File: src/hw/rtl/rar_pkg.sv
// Shared types and constants for the rational arithmetic reducer.
package rar_pkg;

  localparam int unsigned OperandBitsDef = 16;
  localparam int unsigned NumOutBits     = 33;
  localparam int unsigned DenOutBits     = 32;
  localparam int unsigned QueueDepth     = 2;

  typedef enum logic [1:0] {
    OP_ADD = 2'd0,
    OP_SUB = 2'd1,
    OP_MUL = 2'd2,
    OP_DIV = 2'd3
  } op_t;

  typedef enum logic [2:0] {
    BK_IDLE,
    BK_GCD,
    BK_DIVN,
    BK_DIVD,
    BK_OUT
  } bk_state_t;

endpackage

File: src/hw/rtl/rar_front.sv
// Front part: take operands, form the raw numerator and denominator, classify.
module rar_front #(
  parameter int unsigned OPERAND_BITS = rar_pkg::OperandBitsDef,
  parameter int unsigned RAW_BITS     = 2 * OPERAND_BITS + 1
) (
  input  logic                    clk,
  input  logic                    rst_n,
  input  logic                    in_valid,
  output logic                    in_ready,
  input  logic [1:0]              in_op,
  input  logic [OPERAND_BITS-1:0] in_a_num,
  input  logic [OPERAND_BITS-1:0] in_a_den,
  input  logic [OPERAND_BITS-1:0] in_b_num,
  input  logic [OPERAND_BITS-1:0] in_b_den,
  output logic                    q_valid,
  input  logic                    q_ready,
  output logic                    q_num_neg,
  output logic [RAW_BITS-1:0]     q_num_mag,
  output logic                    q_den_neg,
  output logic [RAW_BITS-1:0]     q_den_mag,
  output logic                    q_err
);

  localparam int unsigned MB = 2 * OPERAND_BITS;

  // stage 1: magnitudes and products
  logic          s1_v_r;
  logic          s1_err_r;
  logic          s1_twoterm_r;
  logic          s1_p0neg_r, s1_p1neg_r, s1_dneg_r;
  logic [MB-1:0] s1_p0_r, s1_p1_r, s1_d_r;

  logic [OPERAND_BITS-1:0] an_m, ad_m, bn_m, bd_m;
  logic                    an_s, ad_s, bn_s, bd_s;
  logic [OPERAND_BITS-1:0] x0, y0, x1, y1, x2, y2;
  logic                    x0s, y0s, x1s, y1s, x2s, y2s;
  logic                    t_neg;
  rar_pkg::op_t            op;
  logic                    s1_adv;

  always_comb begin
    op   = rar_pkg::op_t'(in_op);
    an_s = in_a_num[OPERAND_BITS-1];
    ad_s = in_a_den[OPERAND_BITS-1];
    bn_s = in_b_num[OPERAND_BITS-1];
    bd_s = in_b_den[OPERAND_BITS-1];
    an_m = an_s ? (~in_a_num + 1'b1) : in_a_num;
    ad_m = ad_s ? (~in_a_den + 1'b1) : in_a_den;
    bn_m = bn_s ? (~in_b_num + 1'b1) : in_b_num;
    bd_m = bd_s ? (~in_b_den + 1'b1) : in_b_den;
    x0 = an_m; x0s = an_s; y0 = bd_m; y0s = bd_s;
    x1 = ad_m; x1s = ad_s; y1 = bn_m; y1s = bn_s;
    x2 = ad_m; x2s = ad_s; y2 = bd_m; y2s = bd_s;
    t_neg = 1'b0;
    case (op)
      rar_pkg::OP_SUB: t_neg = 1'b1;
      rar_pkg::OP_MUL: begin
        y0 = bn_m; y0s = bn_s;
      end
      rar_pkg::OP_DIV: begin
        x2 = bn_m; x2s = bn_s; y2 = ad_m; y2s = ad_s;
      end
      default: ;
    endcase
  end

  // stage 2: signed-magnitude sum
  logic              s2_v_r;
  logic              s2_err_r;
  logic              s2_nneg_r, s2_dneg_r;
  logic [RAW_BITS-1:0] s2_n_r, s2_d_r;

  assign s1_adv = s1_v_r && (!s2_v_r || q_ready);
  assign in_ready = !s1_v_r || (!s2_v_r || q_ready);

  always_ff @(posedge clk) begin
    if (!rst_n) begin
      s1_v_r <= 1'b0;
    end else if (in_ready) begin
      s1_v_r <= in_valid;
    end
  end

  always_ff @(posedge clk) begin
    if (in_ready && in_valid) begin
      s1_err_r     <= (op == rar_pkg::OP_DIV) && (bn_m == '0);
      s1_twoterm_r <= (op == rar_pkg::OP_ADD) || (op == rar_pkg::OP_SUB);
      s1_p0_r      <= MB'(x0) * MB'(y0);
      s1_p0neg_r   <= x0s ^ y0s;
      s1_p1_r      <= MB'(x1) * MB'(y1);
      s1_p1neg_r   <= x1s ^ y1s ^ t_neg;
      s1_d_r       <= MB'(x2) * MB'(y2);
      s1_dneg_r    <= x2s ^ y2s;
    end
  end

  logic [RAW_BITS-1:0] a0, a1, sum;
  logic                sneg;
  always_comb begin
    a0 = RAW_BITS'(s1_p0_r);
    a1 = s1_twoterm_r ? RAW_BITS'(s1_p1_r) : '0;
    sneg = s1_p0neg_r;
    if (!s1_twoterm_r || (s1_p0neg_r == s1_p1neg_r)) begin
      sum = a0 + a1;
    end else if (a0 >= a1) begin
      sum = a0 - a1;
    end else begin
      sum  = a1 - a0;
      sneg = s1_p1neg_r;
    end
  end

  always_ff @(posedge clk) begin
    if (!rst_n) begin
      s2_v_r <= 1'b0;
    end else if (!s2_v_r || q_ready) begin
      s2_v_r <= s1_adv;
    end
  end

  always_ff @(posedge clk) begin
    if (s1_adv) begin
      s2_err_r  <= s1_err_r || (s1_d_r == '0);
      s2_n_r    <= sum;
      s2_nneg_r <= sneg;
      s2_d_r    <= RAW_BITS'(s1_d_r);
      s2_dneg_r <= s1_dneg_r;
    end
  end

  assign q_valid   = s2_v_r;
  assign q_num_neg = s2_nneg_r;
  assign q_num_mag = s2_n_r;
  assign q_den_neg = s2_dneg_r;
  assign q_den_mag = s2_d_r;
  assign q_err     = s2_err_r;

endmodule

File: src/hw/rtl/rar_queue.sv
// Short queue between the front and back parts.
module rar_queue #(
  parameter int unsigned W     = 8,
  parameter int unsigned DEPTH = rar_pkg::QueueDepth
) (
  input  logic         clk,
  input  logic         rst_n,
  input  logic         wr_valid,
  output logic         wr_ready,
  input  logic [W-1:0] wr_data,
  output logic         rd_valid,
  input  logic         rd_ready,
  output logic [W-1:0] rd_data
);

  localparam int unsigned AW = (DEPTH > 1) ? $clog2(DEPTH) : 1;

  logic [W-1:0]  mem_r [DEPTH];
  logic [AW-1:0] wp_r, rp_r;
  logic [AW:0]   cnt_r;
  logic          wr, rd;

  assign wr_ready = cnt_r != (AW+1)'(DEPTH);
  assign rd_valid = cnt_r != '0;
  assign wr = wr_valid && wr_ready;
  assign rd = rd_valid && rd_ready;
  assign rd_data = mem_r[rp_r];

  always_ff @(posedge clk) begin
    if (!rst_n) begin
      wp_r  <= '0;
      rp_r  <= '0;
      cnt_r <= '0;
    end else begin
      if (wr) begin
        wp_r <= (wp_r == AW'(DEPTH-1)) ? '0 : wp_r + 1'b1;
      end
      if (rd) begin
        rp_r <= (rp_r == AW'(DEPTH-1)) ? '0 : rp_r + 1'b1;
      end
      cnt_r <= cnt_r + (AW+1)'(wr) - (AW+1)'(rd);
    end
  end

  always_ff @(posedge clk) begin
    if (wr) begin
      mem_r[wp_r] <= wr_data;
    end
  end

endmodule

File: src/hw/rtl/rar_back.sv
// Back part: binary GCD, two restoring divisions, output register.
module rar_back #(
  parameter int unsigned RAW_BITS = 33
) (
  input  logic                 clk,
  input  logic                 rst_n,
  input  logic                 q_valid,
  output logic                 q_ready,
  input  logic                 q_num_neg,
  input  logic [RAW_BITS-1:0]  q_num_mag,
  input  logic                 q_den_neg,
  input  logic [RAW_BITS-1:0]  q_den_mag,
  input  logic                 q_err,
  output logic                 out_valid,
  input  logic                 out_ready,
  output logic [rar_pkg::NumOutBits-1:0] res_num,
  output logic [rar_pkg::DenOutBits-1:0] res_den,
  output logic                 status
);

  localparam int unsigned CW = $clog2(RAW_BITS + 1);
  localparam int unsigned NO = rar_pkg::NumOutBits;
  localparam int unsigned DO = rar_pkg::DenOutBits;

  rar_pkg::bk_state_t st_r, st_nxt;

  logic [RAW_BITS-1:0] n_r, d_r, u_r, v_r, quo_r, rem_r, g_r, qn_r;
  logic [CW-1:0]       sh_r, cnt_r;
  logic                nneg_r, dneg_r;
  logic [NO-1:0]       onum_r;
  logic [DO-1:0]       oden_r;
  logic                ost_r;

  logic [RAW_BITS:0]   trial;
  assign trial = {rem_r, quo_r[RAW_BITS-1]} - {1'b0, g_r};

  always_comb begin
    st_nxt  = st_r;
    q_ready = 1'b0;
    case (st_r)
      rar_pkg::BK_IDLE: begin
        q_ready = 1'b1;
        if (q_valid) begin
          st_nxt = (q_err || q_num_mag == '0) ? rar_pkg::BK_OUT : rar_pkg::BK_GCD;
        end
      end
      rar_pkg::BK_GCD: begin
        if (u_r != '0 && v_r != '0 && (u_r == v_r)) st_nxt = rar_pkg::BK_DIVN;
      end
      rar_pkg::BK_DIVN: begin
        if (cnt_r == CW'(RAW_BITS - 1)) st_nxt = rar_pkg::BK_DIVD;
      end
      rar_pkg::BK_DIVD: begin
        if (cnt_r == CW'(RAW_BITS - 1)) st_nxt = rar_pkg::BK_OUT;
      end
      rar_pkg::BK_OUT: begin
        if (!out_valid || out_ready) st_nxt = rar_pkg::BK_IDLE;
      end
      default: st_nxt = rar_pkg::BK_IDLE;
    endcase
  end

  always_ff @(posedge clk) begin
    if (!rst_n) begin
      st_r <= rar_pkg::BK_IDLE;
    end else begin
      st_r <= st_nxt;
    end
  end

  // datapath
  always_ff @(posedge clk) begin
    case (st_r)
      rar_pkg::BK_IDLE: begin
        if (q_valid) begin
          n_r    <= q_num_mag;
          d_r    <= q_den_mag;
          u_r    <= q_num_mag;
          v_r    <= q_den_mag;
          nneg_r <= q_num_neg;
          dneg_r <= q_den_neg;
          sh_r   <= '0;
          ost_r  <= q_err;
          onum_r <= '0;
          oden_r <= q_err ? '0 : DO'(1);
        end
      end
      rar_pkg::BK_GCD: begin
        // binary GCD: strip common twos, then subtract odd from odd
        if (u_r == v_r) begin
          g_r   <= u_r << sh_r;
          quo_r <= n_r;
          rem_r <= '0;
          cnt_r <= '0;
        end else if (!u_r[0] && !v_r[0]) begin
          u_r  <= u_r >> 1;
          v_r  <= v_r >> 1;
          sh_r <= sh_r + 1'b1;
        end else if (!u_r[0]) begin
          u_r <= u_r >> 1;
        end else if (!v_r[0]) begin
          v_r <= v_r >> 1;
        end else if (u_r > v_r) begin
          u_r <= (u_r - v_r) >> 1;
        end else begin
          v_r <= (v_r - u_r) >> 1;
        end
      end
      rar_pkg::BK_DIVN, rar_pkg::BK_DIVD: begin
        if (!trial[RAW_BITS]) begin
          rem_r <= trial[RAW_BITS-1:0];
          quo_r <= {quo_r[RAW_BITS-2:0], 1'b1};
        end else begin
          rem_r <= {rem_r[RAW_BITS-2:0], quo_r[RAW_BITS-1]};
          quo_r <= {quo_r[RAW_BITS-2:0], 1'b0};
        end
        cnt_r <= cnt_r + 1'b1;
        if (cnt_r == CW'(RAW_BITS - 1)) begin
          if (st_r == rar_pkg::BK_DIVN) begin
            qn_r  <= {quo_r[RAW_BITS-2:0], !trial[RAW_BITS]};
            quo_r <= d_r;
            rem_r <= '0;
            cnt_r <= '0;
          end else begin
            // negate at the output width so the sign wraps there
            onum_r <= nneg_r ? (~NO'(qn_r) + NO'(1)) : NO'(qn_r);
            oden_r <= dneg_r ? (~DO'({quo_r[RAW_BITS-2:0], !trial[RAW_BITS]}) + DO'(1))
                             : DO'({quo_r[RAW_BITS-2:0], !trial[RAW_BITS]});
          end
        end
      end
      default: ;
    endcase
  end

  // output register
  always_ff @(posedge clk) begin
    if (!rst_n) begin
      out_valid <= 1'b0;
    end else if (st_r == rar_pkg::BK_OUT && (!out_valid || out_ready)) begin
      out_valid <= 1'b1;
    end else if (out_ready) begin
      out_valid <= 1'b0;
    end
  end

  always_ff @(posedge clk) begin
    if (st_r == rar_pkg::BK_OUT && (!out_valid || out_ready)) begin
      res_num <= onum_r;
      res_den <= oden_r;
      status  <= ost_r;
    end
  end

endmodule

File: src/hw/rtl/rational_arith_reduce.sv
// Top level of the rational arithmetic reducer with GCD reduction.
// Combines two signed fractions with add, subtract, multiply or divide and
// reduces the raw result by the GCD of numerator and denominator magnitudes.
// Input channel in_*: in_tdata carries op and four operands; one result item
// leaves on out_* per input item, in order.
// The front part (two stages) forms the raw pair with one multiplier stage and
// one add stage, then hands it through a two-entry queue to the back part.
// The back part runs a binary GCD, then two restoring divisions, one bit a
// cycle, and registers the result. Errors and zero numerators skip the GCD
// and the divisions. The back part takes a new item only while idle, so
// its GCD loop and divider set the throughput.
// Synchronous active-low reset empties all stages and the queue.
// When the receiver stalls, the result holds in the output register, the back
// part waits, and the queue and front part fill before in_tready drops.
module rational_arith_reduce #(
  parameter int unsigned OPERAND_BITS = rar_pkg::OperandBitsDef
) (
  input  logic clk,
  input  logic rst_n,
  input  logic in_tvalid,
  output logic in_tready,
  // op[1:0], a_num, a_den, b_num, b_den (from bit 0 up), zero padded
  input  logic [((2 + 4*OPERAND_BITS + 7) / 8) * 8 - 1:0] in_tdata,
  output logic out_tvalid,
  input  logic out_tready,
  // res_num[32:0], res_den[64:33], status[65], zero padded
  output logic [71:0] out_tdata
);

  localparam int unsigned RB = 2 * OPERAND_BITS + 1;
  localparam int unsigned QW = 2 * RB + 3;

  logic                    fq_valid, fq_ready, bq_valid, bq_ready;
  logic                    f_nneg, f_dneg, f_err;
  logic [RB-1:0]           f_n, f_d;
  logic [QW-1:0]           fq_data, bq_data;
  logic [rar_pkg::NumOutBits-1:0] res_num;
  logic [rar_pkg::DenOutBits-1:0] res_den;
  logic                    status;

  rar_front #(.OPERAND_BITS(OPERAND_BITS), .RAW_BITS(RB)) u_front (
    .clk, .rst_n,
    .in_valid (in_tvalid), .in_ready(in_tready),
    .in_op    (in_tdata[1:0]),
    .in_a_num (in_tdata[2 +: OPERAND_BITS]),
    .in_a_den (in_tdata[2 + OPERAND_BITS +: OPERAND_BITS]),
    .in_b_num (in_tdata[2 + 2*OPERAND_BITS +: OPERAND_BITS]),
    .in_b_den (in_tdata[2 + 3*OPERAND_BITS +: OPERAND_BITS]),
    .q_valid  (fq_valid), .q_ready(fq_ready),
    .q_num_neg(f_nneg), .q_num_mag(f_n),
    .q_den_neg(f_dneg), .q_den_mag(f_d), .q_err(f_err)
  );

  assign fq_data = {f_err, f_dneg, f_d, f_nneg, f_n};

  rar_queue #(.W(QW), .DEPTH(rar_pkg::QueueDepth)) u_queue (
    .clk, .rst_n,
    .wr_valid(fq_valid), .wr_ready(fq_ready), .wr_data(fq_data),
    .rd_valid(bq_valid), .rd_ready(bq_ready), .rd_data(bq_data)
  );

  rar_back #(.RAW_BITS(RB)) u_back (
    .clk, .rst_n,
    .q_valid  (bq_valid), .q_ready(bq_ready),
    .q_num_mag(bq_data[RB-1:0]),
    .q_num_neg(bq_data[RB]),
    .q_den_mag(bq_data[RB+1 +: RB]),
    .q_den_neg(bq_data[2*RB+1]),
    .q_err    (bq_data[2*RB+2]),
    .out_valid(out_tvalid), .out_ready(out_tready),
    .res_num, .res_den, .status
  );

  assign out_tdata = {6'd0, status, res_den, res_num};

  // result holds while the receiver stalls
  a_hold: assert property (@(posedge clk) disable iff (!rst_n)
    out_tvalid && !out_tready |=> out_tvalid && $stable(out_tdata))
    else $error("result changed under stall");
  // an error result carries zero fields
  a_err: assert property (@(posedge clk) disable iff (!rst_n)
    out_tvalid && status |-> res_num == '0 && res_den == '0)
    else $error("error result not zero");
  // a good result never has a zero denominator (checked for OPERAND_BITS up to 16)
  a_den: assert property (@(posedge clk) disable iff (!rst_n)
    out_tvalid && !status && OPERAND_BITS <= 16 |-> res_den != '0)
    else $error("zero denominator on good result");

endmodule
File: config.mk
export PLATFORM = sky130hd
export DESIGN_NAME = rational_arith_reduce
export DESIGN_NICKNAME = d
export VERILOG_FILES = /design/src/hw/rtl/rar_pkg.sv /design/src/hw/rtl/rar_front.sv /design/src/hw/rtl/rar_queue.sv /design/src/hw/rtl/rar_back.sv /design/src/hw/rtl/rational_arith_reduce.sv
export SDC_FILE = /design/constraint.sdc
export NUM_CORES = 2
export LEC_CHECK = 0
export ABC_CLOCK_PERIOD_IN_PS = 10250
export BUFFER_PORTS_ARGS = -buffer_cell sky130_fd_sc_hd__buf_2
export CORE_MARGIN = 2
export CORE_UTILIZATION = 50
export CTS_CLUSTER_SIZE = 28
export DETAILED_ROUTE_END_ITERATION = 6
export PLACE_DENSITY = 0.73
export SLEW_MARGIN = 20
export SYNTH_ARGS = -nofsm -noshare
export SYNTH_HDL_FRONTEND = slang
export SYNTH_SLANG_ARGS = --single-unit
File: constraint.sdc
create_clock -name clk -period 10.25 [get_ports clk]
set_input_delay 1.025 -clock clk [delete_from_list [all_inputs] [get_ports clk]]
set_output_delay 1.025 -clock clk [all_outputs]
set_load 0.01 [all_outputs]
Word-level counts from Yosys, hierarchy flattened
Memory sizes are Yosys's and may differ from the RTL's. A register that Yosys moved wholly into a read port is not among the register bits.
Cells that the tools add are included.
{"block": "word_totals", "register_bits": 589, "ramBits": 136, "inputBits": 76, "output_inout_bits": 74, "memories": 1}
{"block": "op_classes", "add_sub_neg": 18, "n_mul": 3, "magnitude_cmp": 2, "eq_ne": 25, "shifts": 1, "n_mux": 75, "n_bitwise": 10, "n_reduce_logical": 47}
{"memory": "u_queue.mem_r", "words": 2, "width": 68, "rd": 1, "rd_ports_with_merged_regs": 1, "write_ports": 1, "line": "rar_queue.sv:18", "text": "logic [W-1:0] mem_r [DEPTH];"}
{"operator": "33-bit 2-to-1 mux", "n": 25}
{"operator": "33-bit one-hot mux with 2 select lines", "n": 5}
{"operator": "32-bit 2-to-1 mux", "n": 5}
{"operator": "16-bit 2-to-1 mux", "n": 7}
{"operator": "16-bit by 16-bit multiplier with 32-bit output", "n": 3}
{"operator": "33-bit nonzero test", "n": 2}
{"operator": "33-bit subtractor", "n": 2}
{"operator": "16-bit by 1-bit adder with 16-bit output (second input constant)", "n": 4}
{"operator": "16-bit NOT", "n": 4}
{"operator": "32-bit one-hot mux with 2 select lines", "n": 1}
{"operator": "6-bit 2-to-1 mux", "n": 6}
{"operator": "34-bit by 33-bit subtractor with 34-bit output", "n": 1}
{"operator": "32-bit by 33-bit adder with 33-bit output", "n": 1}
{"operator": "33-bit by 1-bit adder with 33-bit output (second input constant)", "n": 1}
{"operator": "33-bit == test", "n": 1}
{"operator": "32-bit by 33-bit >= comparator with 1-bit output", "n": 1}
{"operator": "33-bit > comparator", "n": 1}
{"operator": "33-bit logical NOT", "n": 1}
{"operator": "33-bit NOT", "n": 1}
{"operator": "33-bit by 6-bit << shifter with 33-bit output", "n": 1}
{"operator": "32-bit by 33-bit subtractor with 33-bit output", "n": 1}
{"operator": "33-bit by 32-bit subtractor with 33-bit output", "n": 1}
{"operator": "32-bit by 1-bit adder with 32-bit output (second input constant)", "n": 1}
{"operator": "32-bit logical NOT", "n": 1}
{"operator": "33 further kinds", "n": 104}

Logic depth before layout (Yosys ltp)
{"block": "logic_depth", "word_depth": 8, "depth_mapped": 36}

Cells and area by module
From an unflattened synthesis, not the netlist that was laid out.
{"block": "hier_totals", "cells_unflattened": 6818, "hier_area_um2": 66694.0}
{"mod": "rar_front", "n_inst": 1, "cells_each": 4250, "area_each_um2": 37139.4, "seq_area_each_um2": 5114.9}
{"mod": "rar_back", "n_inst": 1, "cells_each": 2316, "area_each_um2": 24214.5, "seq_area_each_um2": 12391.9}
{"mod": "rar_queue", "n_inst": 1, "cells_each": 244, "area_each_um2": 5283.8, "seq_area_each_um2": 4244.1}
{"mod": "rational_arith_reduce", "n_inst": 1, "cells_each": 8, "area_each_um2": 56.3, "seq_area_each_um2": 0.0}

Worst setup path after synthesis
OpenSTA, ideal clock, no wires.
{"block": "synth_timing", "kind": "input to register", "startpoint": "in in_tdata[34]", "endpoint": "reg u_front.s1_d_r[30], data pin", "setup_time_ns": 0.262, "t_arrival_ns": 9.010, "path_slack_ns": 0.977, "stages": 31, "n_path_buf": 3, "path_cell_list": "clkbuf_1 -> inv_1 -> clkbuf_1 -> ha_1 -> nand2b_1 -> o41ai_1 -> a21boi_0 -> nand2_1 -> xnor2_1 -> o21ai_0 -> clkbuf_1 -> nand2_1 -> fa_1 -> fa_1 -> fa_1 -> inv_1 -> fa_1 -> fa_1 -> inv_1 -> fa_1 -> inv_1 -> ha_1 -> a21o_1 -> a21o_1 -> a211oi_1 -> o21ai_0 -> a41oi_1 -> a21oi_1 -> a211oi_1 -> a21oi_1 -> xor2_1"}
{"block": "synth_between", "elab_chain_len": 5}
{"element": "from (decl)", "line": "rational_arith_reduce.sv:23", "text": "input logic [((2 + 4*OPERAND_BITS + 7) / 8) * 8 - 1:0] in_tdata,"}
{"element": "16-bit NOT", "line": "rar_front.sv:49", "text": "bn_m = bn_s ? (~in_b_num + 1'b1) : in_b_num;"}
{"element": "16-bit by 1-bit adder with 16-bit output", "line": "rar_front.sv:49"}
{"element": "16-bit 2-to-1 mux (*)", "line": "rar_front.sv:49"}
{"element": "16-bit 2-to-1 mux (*)", "line": "rar_front.sv:55", "text": "case (op)"}
{"element": "16-bit by 16-bit multiplier with 32-bit output (*)", "line": "rar_front.sv:92", "text": "s1_d_r <= MB'(x2) * MB'(y2);"}
{"element": "to (signal assigned)", "line": "rar_front.sv:92"}
{"element": "to (decl)", "line": "rar_front.sv:31", "text": "logic [MB-1:0] s1_p0_r, s1_p1_r, s1_d_r;"}
Mark *: on every way between the ends. The rest lies on a longest branch, timed or not.
A chain may end at the register's enable or synchronous reset.

Final worst setup path
Same ends and word-level chain as after synthesis.

==> results.toml <==
[place]
weighted_congestion_reported_at_the_end_of_routability_driven_placement = 0.9967
io_port_bufs = 137
dp_hpwl_mm = 144.5

[synthesis]
number_of_enable_type_register_cells_in_the_synthesized_netlist = 713
postSynth.topFlopCell = "edfxtp_1"
post-synth-top-area-fraction = 0.3260
synth.lib_cells_used.distinct = 89
synthDominantAreaCellType = "edfxtp_1"
yosysSeqAreaShare = 0.3294
syn_area_mm2 = 0.06567
synth-async-reset-ratio = 0
yosys-top-cells-area = "edfxtp_1, fa_1, ha_1, inv_1, nor2_1"
synthesis.instances = 6691
ys.warnings.count = 0
post_synth.cell_area_avg_um2 = 9.814
synth_seq_cells = 724

[setup_path]
regToRegSetupSlack_ns = 4.34
cp-end-kind = "flip-flop"
worst_path_max_delay_cell = "o21ai_0"
reg2regPathDepth = 16
critPathMaxStageDelay_ns = 0.79
worstPathArrival_ns = 9.54
critical-path-top-cell-by-count = "fa_1"
startpoint_type = "input pin"
critical_path.max_fanout = 11
rr_startpoint = "u_front.s1_twoterm_r"
path_class = "input pin to flip-flop"
reg2reg_to = "u_front.q_num_mag[32]"
critical_path_required_ns = 10.65

[clock_network]
ctsHtreeMaxLevel = 3
max-clock-path-buffers = 3
root_buffer = "clkbuf_16"
clkSinkCount = 724
cts.repair.resized = 0
cts-buffers-inserted = 72
post_cts.repair.setup_buffers = 0
clkLatencyLatePin_ns = 0.67
holdBufCountCts = 0
cts.reportedPaths.clkPinSlew_ns = 0.06
tritoncts = "done"

[global_route]
number_of_antenna_violations_at_the_first_check_in_global_routing = 13
globalRouteOverflowTotal = 0
grt_max_degree = 81
grt_pass1_wl_mm = 287.2
number_of_global_route_vias_before_repair = 49960
track_usage = 0.2739

[min_path]
min-delay-path-class = "flip-flop to flip-flop"
worstHoldStart = "u_back.onum_r[22]"
holdPathEnd = "u_back.res_num[22]"
whs_path_depth = 0

[floorplanning]
io_pins = 150
fp.dieArea_mm2 = 0.1343
initial_utilization = 0.5052
core-area_mm2 = 0.1300
num_rows = 132
die_width_um = 366.4
die_h_um = 366.4

[timing]
finClkSkew_ns = 0.02987
timing.slew.headroom = 0.2260
aggregate_negative_setup_slack_ns = 0
rsz_0062_raised_after_global_routing = "false"
max_freq_ghz = 0.1095
finalSetupViolCount = 0
timing.final.max_slew_violations = 0
hold_viol = 0
finalWorstPathRequiredPeriod_ns = 9.135
tightestPinTransition_ns = 1.161
share_of_the_clock_period_used_by_the_worst_path_after_layout = 0.8913

[layout]
fillerInstances = 11480
fin_nets = 7963
area_delta_synth_final_pct = 8.404
drive_gt1_frac = 0.08132
finalCoreUtilization = 0.5477

[detailed_routing]
antenna_violating_nets_post_route = 0
vias_per_cell = 5.744
drc = 3
number_of_violations_reported_at_the_end_of_detailed_routing_iteration_0 = 4892
vias = 49320
drt_pass1_iterations = 7
routed_wl_mm = 183.9
wire_per_inst_um = 21.42

[status]
status = "finished with violations"
failing_checks = "DRC"

[run]
drv.max_cap_violation_count = 0
worst max-delay path, delay by kind of cell:
kind,cells,cell delay [ns]
AND/OR/NAND/NOR,3,0.49
AO/OA/AOI/OAI,11,3.45
adder cells (fa/ha/maj),8,3.54
buffers and inverters,6,0.66
XOR/XNOR,2,0.34
worst max-delay path by stage:
stage / start / to / cells past startpoint
global route: in_tdata[34] / u_front.s1_d_r[30] / 30
global placement: in_tdata[34] / u_front.s1_d_r[30] / 30
CTS: in_tdata[34] / u_front.s1_d_r[30] / 30
detailed placement: in_tdata[34] / u_front.s1_d_r[30] / 30
floorplan: in_tdata[34] / u_front.s1_d_r[30] / 31
finish: in_tdata[34] / u_front.s1_d_r[30] / 30
logic make-up (layout without fill, tap and decap cells):
kind of cell,count (synthesis),after routing,share of synthesized area
simple gates,1997,1997,0.1320
buf+inv,1183,1324,0.06844
compound gates,1122,1122,0.1095
fa+ha+maj,1105,1105,0.2778
flops,724,724,0.3294
xor+xnor,360,360,0.04801
mux,199,199,0.03489
other cells,1,13,0.00005711
routing by layer:
metal / part of all wire / global-route usage / vias to the layer above / wire (um)
met1: 0.40 / 0.3545 / 24030 / 73740
li1: - / - / 22650 / -
met5: 0.00015 / 0 / - / 28
met3: 0.084 / 0.04985 / 478 / 15520
met2: 0.46 / 0.4398 / 2156 / 83740
met4: 0.059 / 0.1430 / 4 / 10850
placed cells by master, fill, tap and decap left out, types with 13 or more instances in the layout:
cell         n
inv_1      903
nor2_1     801
nand2_1    733
edfxtp_1   713
fa_1       588
ha_1       517
a21oi_1    313
o21ai_0    239
xnor2_1    198
xor2_1     159
buf_4      150
buf_2      137
mux2i_1    104
a21o_1      89
mux2_2      79
clkbuf_16   72
o21a_1      70
a221oi_1    59
nor3_1      54
and2_1      53
o21bai_1    53
nor4_1      52
nand2b_1    51
o31ai_1     48
nand3_1     47
a211oi_1    42
nor2b_1     40
nand4_1     37
or3_1       36
o21ai_1     29
o41ai_1     23
a31oi_1     22
o211ai_1    17
and3_1      16
mux4_2      16
or4_1       15
o31a_1      14
or2_2       13
cell usage after synthesis, types with 53 or more instances:
library cell  instances
inv_1               904
mux2i_1             104
ha_1                517
o21a_1               70
a21o_1               89
clkbuf_1            227
o21ai_0             240
a21oi_1             313
and2_1               54
nand2b_1             53
edfxtp_1            713
o21bai_1             53
xnor2_1             200
fa_1                588
nor2_1              804
nand2_1             734
a221oi_1             59
nor3_1               55
mux2_2               79
xor2_1              160
layout make-up:
| class | instances | area [um2] | share of cell area |
|---|---|---|---|
| multi-input cells | 4789 | 39670 | 0.5573 |
| diodes | 7 | 17.52 | 0.0002461 |
| clock buffers | 84 | 1847 | 0.02594 |
| inverters | 907 | 3405 | 0.04783 |
| flip-flops and latches | 724 | 21630 | 0.3039 |
| clock inverters | 45 | 604.3 | 0.008489 |
| repair buffers | 288 | 1832 | 0.02573 |
| well taps | 1742 | 2180 | 0.03062 |
state kept, by name, summed over array words and instances (netlist names), 33 cells and up, named ones only:
signal,cells
u_back.rem_r,33
u_front.q_num_mag,33
u_back.u_r,33
u_back.quo_r,33
u_back.qn_r,33
u_queue.mem_r,136
u_back.g_r,33
u_back.onum_r,33
u_back.res_num,33
u_back.n_r,33
through the flow:
stage	cells	cell area, um2	worst slack (ns)	hold slack [ns]
floorplan	6696	65690	0.9772	0.4003
global placement	8450	68710	0.5695	0.4053
detailed placement	8450	68710	0.5464	0.4045
CTS	8579	71160	1.220	0.4156
global route	8584	71180	0.7209	0.4242
finish	8586	71190	1.115	0.4164
Power is not shown: default switching activity piles up to over one toggle a cycle in this logic, so the estimate is an artifact.
